[config.mk]
export PLATFORM = sky130hd
export DESIGN_NAME = hvt_div
export DESIGN_NICKNAME = d
export VERILOG_FILES = /design/src/sv/hvt_pkg.sv /design/src/sv/hvt_div.sv
export SDC_FILE = /design/constraint.sdc
export NUM_CORES = 1
export LEC_CHECK = 0
export BUFFER_PORTS_ARGS = -buffer_cell sky130_fd_sc_hd__buf_2
export CORE_MARGIN = 3
export CORE_UTILIZATION = 30
export DETAILED_ROUTE_END_ITERATION = 10
export MAX_ROUTING_LAYER = met4
export PLACE_DENSITY = 0.55
export SLEW_MARGIN = 20
export SYNTH_ARGS = -nofsm -noshare
export SYNTH_HDL_FRONTEND = slang
export SYNTH_SLANG_ARGS = --single-unit
[constraint.sdc]
create_clock -name i_clk -period 6 [get_ports i_clk]
set_input_delay 0.6 -clock i_clk [delete_from_list [all_inputs] [get_ports i_clk]]
set_output_delay 0.6 -clock i_clk [all_outputs]
set_load 0.05 [all_outputs]
[src/sv/hvt_pkg.sv]
// shared types and constants for the histogram valley threshold block
// used by hvt_hist, hvt_div, the top level and the testbench; depends on nothing

package hvt_pkg;

    localparam int COUNT_W    = 24;               // histogram bin width
    localparam int TOTAL_W    = COUNT_W + 1;      // pixel total width
    localparam int NUM_BINS   = 256;
    localparam int BIN_AW     = 8;
    localparam int SUM_W      = COUNT_W + 8;      // window and prefix sums
    localparam int DVS_W      = 9;                // divisor L+1
    localparam int HALF_W     = 7;                // half window L/2
    localparam int DIST_W     = SUM_W + 3;        // signed balance distance
    localparam int IDX_W      = BIN_AW + 2;       // signed window index
    localparam int DIV_CNT_W  = $clog2(SUM_W);
    localparam int CFG_IDX_W  = 2;
    localparam int CFG_DATA_W = 8;

    localparam logic [COUNT_W-1:0]   BIN_MAX   = '1;
    localparam logic [TOTAL_W-1:0]   TOTAL_MAX = '1;
    localparam logic [BIN_AW-1:0]    BIN_TOP1  = 8'd254;
    localparam logic [BIN_AW-1:0]    BIN_TOP0  = 8'd255;
    localparam logic [BIN_AW-1:0]    X_LAST    = 8'd254;
    localparam logic [BIN_AW-1:0]    EVAL_FIRST = 8'd3;

    localparam logic [CFG_DATA_W-1:0] LEN_RESET  = 8'd8;
    localparam logic [CFG_DATA_W-1:0] VIDX_RESET = 8'd1;

    localparam logic MODE_BALANCED = 1'b0;
    localparam logic MODE_COUNT    = 1'b1;

    typedef enum logic [CFG_IDX_W-1:0] {
        CFG_SMOOTH_LEN  = 2'd0,
        CFG_SELECT_MODE = 2'd1,
        CFG_VALLEY_IDX  = 2'd2
    } t_cfg_idx;

    typedef struct packed {
        logic [7:0] pixel;
        logic       last;
    } t_in_item;

    typedef struct packed {
        logic [7:0] threshold;
        logic       found;
    } t_out_item;

    typedef struct packed {
        logic              rd_en;
        logic [BIN_AW-1:0] rd_addr;
        logic              wr_en;
        logic [BIN_AW-1:0] wr_addr;
        logic [COUNT_W-1:0] wr_data;
        logic              clr;
    } t_hist_req;

    typedef struct packed {
        logic             start;
        logic [SUM_W-1:0] dividend;
        logic [DVS_W-1:0] divisor;
    } t_div_req;

    typedef struct packed {
        logic               done;
        logic [COUNT_W-1:0] quot;
    } t_div_rsp;

    typedef enum logic [3:0] {
        S_IDLE,
        S_INC,
        S_T_RD0,
        S_T_RD1,
        S_T_ADD,
        S_PF_RD,
        S_PF_ADD,
        S_RD_ADD,
        S_RD_SUB,
        S_RD_MID,
        S_DIV_GO,
        S_DIV_WAIT,
        S_EVAL,
        S_CMP,
        S_EMIT
    } t_state;

endpackage

[src/sv/hvt_div.sv]
// iterative restoring divider, one quotient bit per cycle
// depends on hvt_pkg

module hvt_div
    import hvt_pkg::*;
(
    input  logic     i_clk,
    input  logic     i_rst_n,
    input  t_div_req i_req,
    output t_div_rsp o_rsp
);

    logic                 r_busy;
    logic                 r_done;
    logic [DIV_CNT_W-1:0] r_cnt;
    logic [DVS_W-1:0]     r_rem;
    logic [DVS_W-1:0]     r_dvs;
    logic [SUM_W-1:0]     r_q;

    logic [DVS_W:0]   trial;
    logic [DVS_W:0]   trial_sub;
    logic             ge;
    logic [DVS_W-1:0] n_rem;

    always_comb begin
        trial     = {r_rem, r_q[SUM_W-1]};
        trial_sub = trial - {1'b0, r_dvs};
        ge        = (trial >= {1'b0, r_dvs});
        n_rem     = ge ? trial_sub[DVS_W-1:0] : trial[DVS_W-1:0];
    end

    always_ff @(posedge i_clk) begin
        if (!i_rst_n) begin
            r_busy <= 1'b0;
            r_done <= 1'b0;
            r_cnt  <= '0;
        end else begin
            r_done <= 1'b0;
            if (i_req.start) begin
                r_busy <= 1'b1;
                r_cnt  <= '0;
            end else if (r_busy) begin
                r_cnt <= r_cnt + 1'b1;
                if (r_cnt == DIV_CNT_W'(SUM_W - 1)) begin
                    r_busy <= 1'b0;
                    r_done <= 1'b1;
                end
            end
        end
    end

    // dividend shifts out at the top while quotient bits shift in below
    always_ff @(posedge i_clk) begin
        if (i_req.start) begin
            r_rem <= '0;
            r_dvs <= i_req.divisor;
            r_q   <= i_req.dividend;
        end else if (r_busy) begin
            r_rem <= n_rem;
            r_q   <= {r_q[SUM_W-2:0], ge};
        end
    end

    assign o_rsp.done = r_done;
    assign o_rsp.quot = r_q[COUNT_W-1:0];

endmodule

==> results.py <==
metrics = {
    "critical_path": {
        "timing.critical_path.to_type": "flip-flop",
        "r2r_setup_slack_ns": 3.34,
        "crit_type": "reg -> reg",
        "r2r_end": "r_rem[4]$_SDFFE_PP0P_",
        "worst-endpoint-arrival_ns": 2.83,
        "critical_path.startpoint_type": "flip-flop",
        "path_max_fanout": 14,
        "worst_reg2reg_startpoint": "r_q[31]$_DFFE_PP_",
        "critPathRequiredTime_ns": 6.17,
        "r2r.worst_path.cells": 9,
    },
    "timing": {
        "worst_slew_pin_slew_ns": 0.9723,
        "max_freq_mhz": 375.4,
        "fin_skew_ns": 0.005588,
        "rsz_0062_raised_after_global_routing": "no",
        "slew_headroom_pct": 35.09,
        "timing_hold_violations_final": 0,
        "layout_worst_path_cycle_share_pct": 44.39,
        "final.min_clock_period_ns": 2.664,
        "final-setup-viol-count": 0,
        "fin_setup_tns_ns": 0,
        "final_max_slew_viol_count": 0,
    },
    "final_layout": {
        "area_delta_synth_final_pct": 17.69,
        "finish.cell_count_without_fillers": 423,
        "fin_nets": 344,
        "final_layout_size_suffix_gt1_share_pct": 41.64,
    },
    "floorplan": {
        "floorplan.die_area_mm2": 0.01111,
        "standard_cell_row_count": 35,
        "die_h_um": 105.4,
        "core_mm2": 0.009415,
        "die-width_um": 105.4,
        "effective_utilization_at_floorplan_pct": 31.48,
        "pin_count": 69,
    },
    "placed_design": {
        "place.detailed.hpwl_um": 3974,
        "placement.io_buffers": 68,
        "placed_cells_incl_taps": 406,
        "finalWeightedCongestion": 0.7837,
    },
    "min_path": {
        "min_path_type": "in -> reg",
        "hold_start": "i_req[3]",
        "hold_path_depth": 1,
        "hold_crit_endpoint": "r_dvs[3]$_DFFE_PP_",
    },
    "global_route": {
        "global_route.usage.total_pct": 11.26,
        "first_global_vias": 1931,
        "grt_start_max_net_pins": 33,
        "grt_antenna_before_repair": 1,
        "globalRouteOverflowTotal": 0,
        "first_pass_grt_wire_length_um": 9549,
    },
    "clock_network": {
        "cts-root-to-sink-buffers": 2,
        "ctsHtreeMaxLevel": 3,
        "clock_sink_count": 57,
        "clk_latency_ns": 0.33,
        "clock-root-buffer": "sky130_fd_sc_hd__clkbuf_8",
        "cts_hold_buf": 0,
        "numCtsBuffers": 9,
        "path_clk_slew_ns": 0.07,
        "post_cts.repair.setup_buffers": 0,
        "tritoncts_clock_tree": "built",
        "cts_resized": 0,
    },
    "outcome": {
        "run_status": "completed",
    },
    "synth": {
        "top_area_cell_type_share_of_the_netlist_area_pct": 41.54,
        "synth_edf_count": 41,
        "seq_area_frac_synth_pct": 52.34,
        "asyncSetResetFlopFracSynth_pct": 0,
        "synth_seq_cells": 57,
        "synth_area_leader_cell": "sky130_fd_sc_hd__edfxtp_1",
        "synth_area_per_cell_um2": 12.20,
        "synth_top_cells_by_area": "sky130_fd_sc_hd__edfxtp_1 42%, sky130_fd_sc_hd__mux2_2 12%, sky130_fd_sc_hd__dfxtp_1 11%",
        "syn-num-nets": 299,
        "synth_top_flop_cell": "sky130_fd_sc_hd__edfxtp_1",
        "ys.warnings.count": 0,
        "number_of_instances_in_the_synthesized_netlist": 243,
        "post_synth_instance_area_mm2": 0.002964,
        "netlist-cell-type-count": 41,
    },
    "drt": {
        "drt-pass1-iter-count": 4,
        "drc": 0,
        "vias": 1911,
        "route.antenna.remaining_nets": 0,
        "drt_wl_total_um": 5641,
        "drt_iter0_drc": 89,
        "routedWlPerCell_um": 13.34,
        "vias_per_cell": 4.518,
    },
    "power_and_ir_drop": {
        "power.leakage_uw": 0.001443,
        "ir_drop_worst_case_vdd_v": 0.0001259,
        "cellPowerDensity_mw_per_mm2": 332.4,
    },
    "flow_run": {
        "max-cap-violations": 0,
    },
}
-- flip-flops by register name (all words and copies together), names as in the netlist --
| name | flops |
|---|---|
| r_dvs | 9 |
| r_busy | 1 |
| r_done | 1 |
| r_q | 32 |
| r_cnt | 5 |
| r_rem | 9 |
-- worst max path at each step --
stage	slack, ns	start	endpoint
final	3.34	r_q[31]$_DFFE_PP_	r_rem[4]$_SDFFE_PP0P_
after global routing	3.13	r_q[31]$_DFFE_PP_	r_rem[3]$_SDFFE_PP0P_
after CTS	3.35	r_q[31]$_DFFE_PP_	r_rem[3]$_SDFFE_PP0P_
after detailed placement	3.38	r_q[31]$_DFFE_PP_	r_rem[1]$_SDFFE_PP0P_
after global placement	3.48	r_q[31]$_DFFE_PP_	r_rem[4]$_SDFFE_PP0P_
after floorplan	3.70	r_q[31]$_DFFE_PP_	r_rem[1]$_SDFFE_PP0P_
-- final cells by class --
class	count	area (um^2)
Inverter	13	48.80
Tap cell	129	161.4
Antenna cell	1	2.502
Fill cell	943	5927
Sequential cell	57	1551
Clock buffer	9	123.9
Multi-Input combinational cell	138	1134
Timing Repair Buffer	69	347.8
Clock inverter	7	118.9
-- kinds of logic (layout without fill, tap and decap cells) --
| kind of cell | Yosys count | after routing | share of synthesized area, % |
|---|---|---|---|
| DFF | 57 | 57 | 52.34 |
| and+or+nand+nor | 49 | 49 | 8.612 |
| buffers and inverters | 48 | 98 | 9.413 |
| muxes | 40 | 40 | 14.82 |
| AOI/OAI and AO/OA | 30 | 30 | 7.429 |
| adders and majority gates | 12 | 12 | 5.319 |
| xor gates and xnor gates | 7 | 7 | 2.068 |
| other | 0 | 1 | 0 |
-- placed cells by master (no fill, tap or decap), drive strengths merged, types with 2 or more instances in the layout --
cell / count
ha: 11
o21a: 2
buf: 69
inv: 13
o211ai: 2
bufinv: 3
xor2: 5
a21oi: 6
dfxtp: 16
edfxtp: 41
a21o: 2
and3: 2
a31o: 2
o21ai: 3
a211oi: 7
nand2: 8
a311oi: 4
clkbuf: 9
clkinv: 3
nor4b: 2
xnor2: 2
nor2: 18
or2: 3
nand4b: 2
mux2: 31
or3: 2
nand2b: 2
nand3: 2
mux2i: 9
-- report_power, final --
group / switching (uW) / internal (uW)
clock: 165 / 276
sequential: 21.6 / 465
combinational: 145 / 87.9
total: 331 / 828
-- metrics by stage --
stage                     total power [uW]  utilization (%)  instance area, um^2  hold WS [ns]  setup WS, ns
final                                 1160            37.05                 3488        0.4424         3.336
after global placement               726.1            34.45                 3243        0.4836         3.479
after CTS                             1175            37.02                 3486        0.4196         3.354
after global routing                  1217            37.05                 3488        0.4120         3.134
after detailed placement             729.2            34.45                 3243        0.4989         3.377
after floorplan                      693.6                -                 2964        0.4629         3.699
-- layer usage --
layer / wire length [um] / share of wire [%] / GRT usage, % / up-vias
li1: - / - / - / 948
met1: 2582 / 46 / 13.72 / 906
met2: 2654 / 47 / 17.03 / 47
met3: 272 / 4.8 / 3.429 / 10
met4: 131 / 2.3 / 5.436 / 0
met5: 0 / 0 / - / -
-- synth_stat cells, types with 2 or more instances --
cell and n:
sky130_fd_sc_hd__xnor2_1 2, sky130_fd_sc_hd__a21o_1 2, sky130_fd_sc_hd__a31o_2 2, sky130_fd_sc_hd__nand2b_1 2, sky130_fd_sc_hd__nand4b_1 2, sky130_fd_sc_hd__o21ai_0 3, sky130_fd_sc_hd__mux2_2 31, sky130_fd_sc_hd__inv_1 13
sky130_fd_sc_hd__nand3_1 2, sky130_fd_sc_hd__a311oi_1 3, sky130_fd_sc_hd__a21oi_1 6, sky130_fd_sc_hd__ha_1 11, sky130_fd_sc_hd__edfxtp_1 41, sky130_fd_sc_hd__or2_2 3, sky130_fd_sc_hd__nor2_1 18, sky130_fd_sc_hd__nand2_1 8
sky130_fd_sc_hd__dfxtp_1 16, sky130_fd_sc_hd__or3_1 2, sky130_fd_sc_hd__xor2_1 5, sky130_fd_sc_hd__a211oi_1 7, sky130_fd_sc_hd__clkbuf_1 6, sky130_fd_sc_hd__buf_4 26, sky130_fd_sc_hd__o211ai_1 2, sky130_fd_sc_hd__mux2i_1 9
sky130_fd_sc_hd__o21a_1 2, sky130_fd_sc_hd__and3_1 2, sky130_fd_sc_hd__nor4b_1 2, sky130_fd_sc_hd__buf_1 2
-- critical path: stages, from the launching register on --
cell	delay, ns
sky130_fd_sc_hd__edfxtp_1	0.38
sky130_fd_sc_hd__inv_1	0.07
sky130_fd_sc_hd__ha_1	0.15
sky130_fd_sc_hd__inv_1	0.05
sky130_fd_sc_hd__fa_1	0.39
sky130_fd_sc_hd__a211oi_1	0.44
sky130_fd_sc_hd__o21a_1	0.26
sky130_fd_sc_hd__o211a_2	0.43
sky130_fd_sc_hd__mux2i_1	0.24
sky130_fd_sc_hd__a211oi_1	0.08
Power figures use the tool's default switching activity.
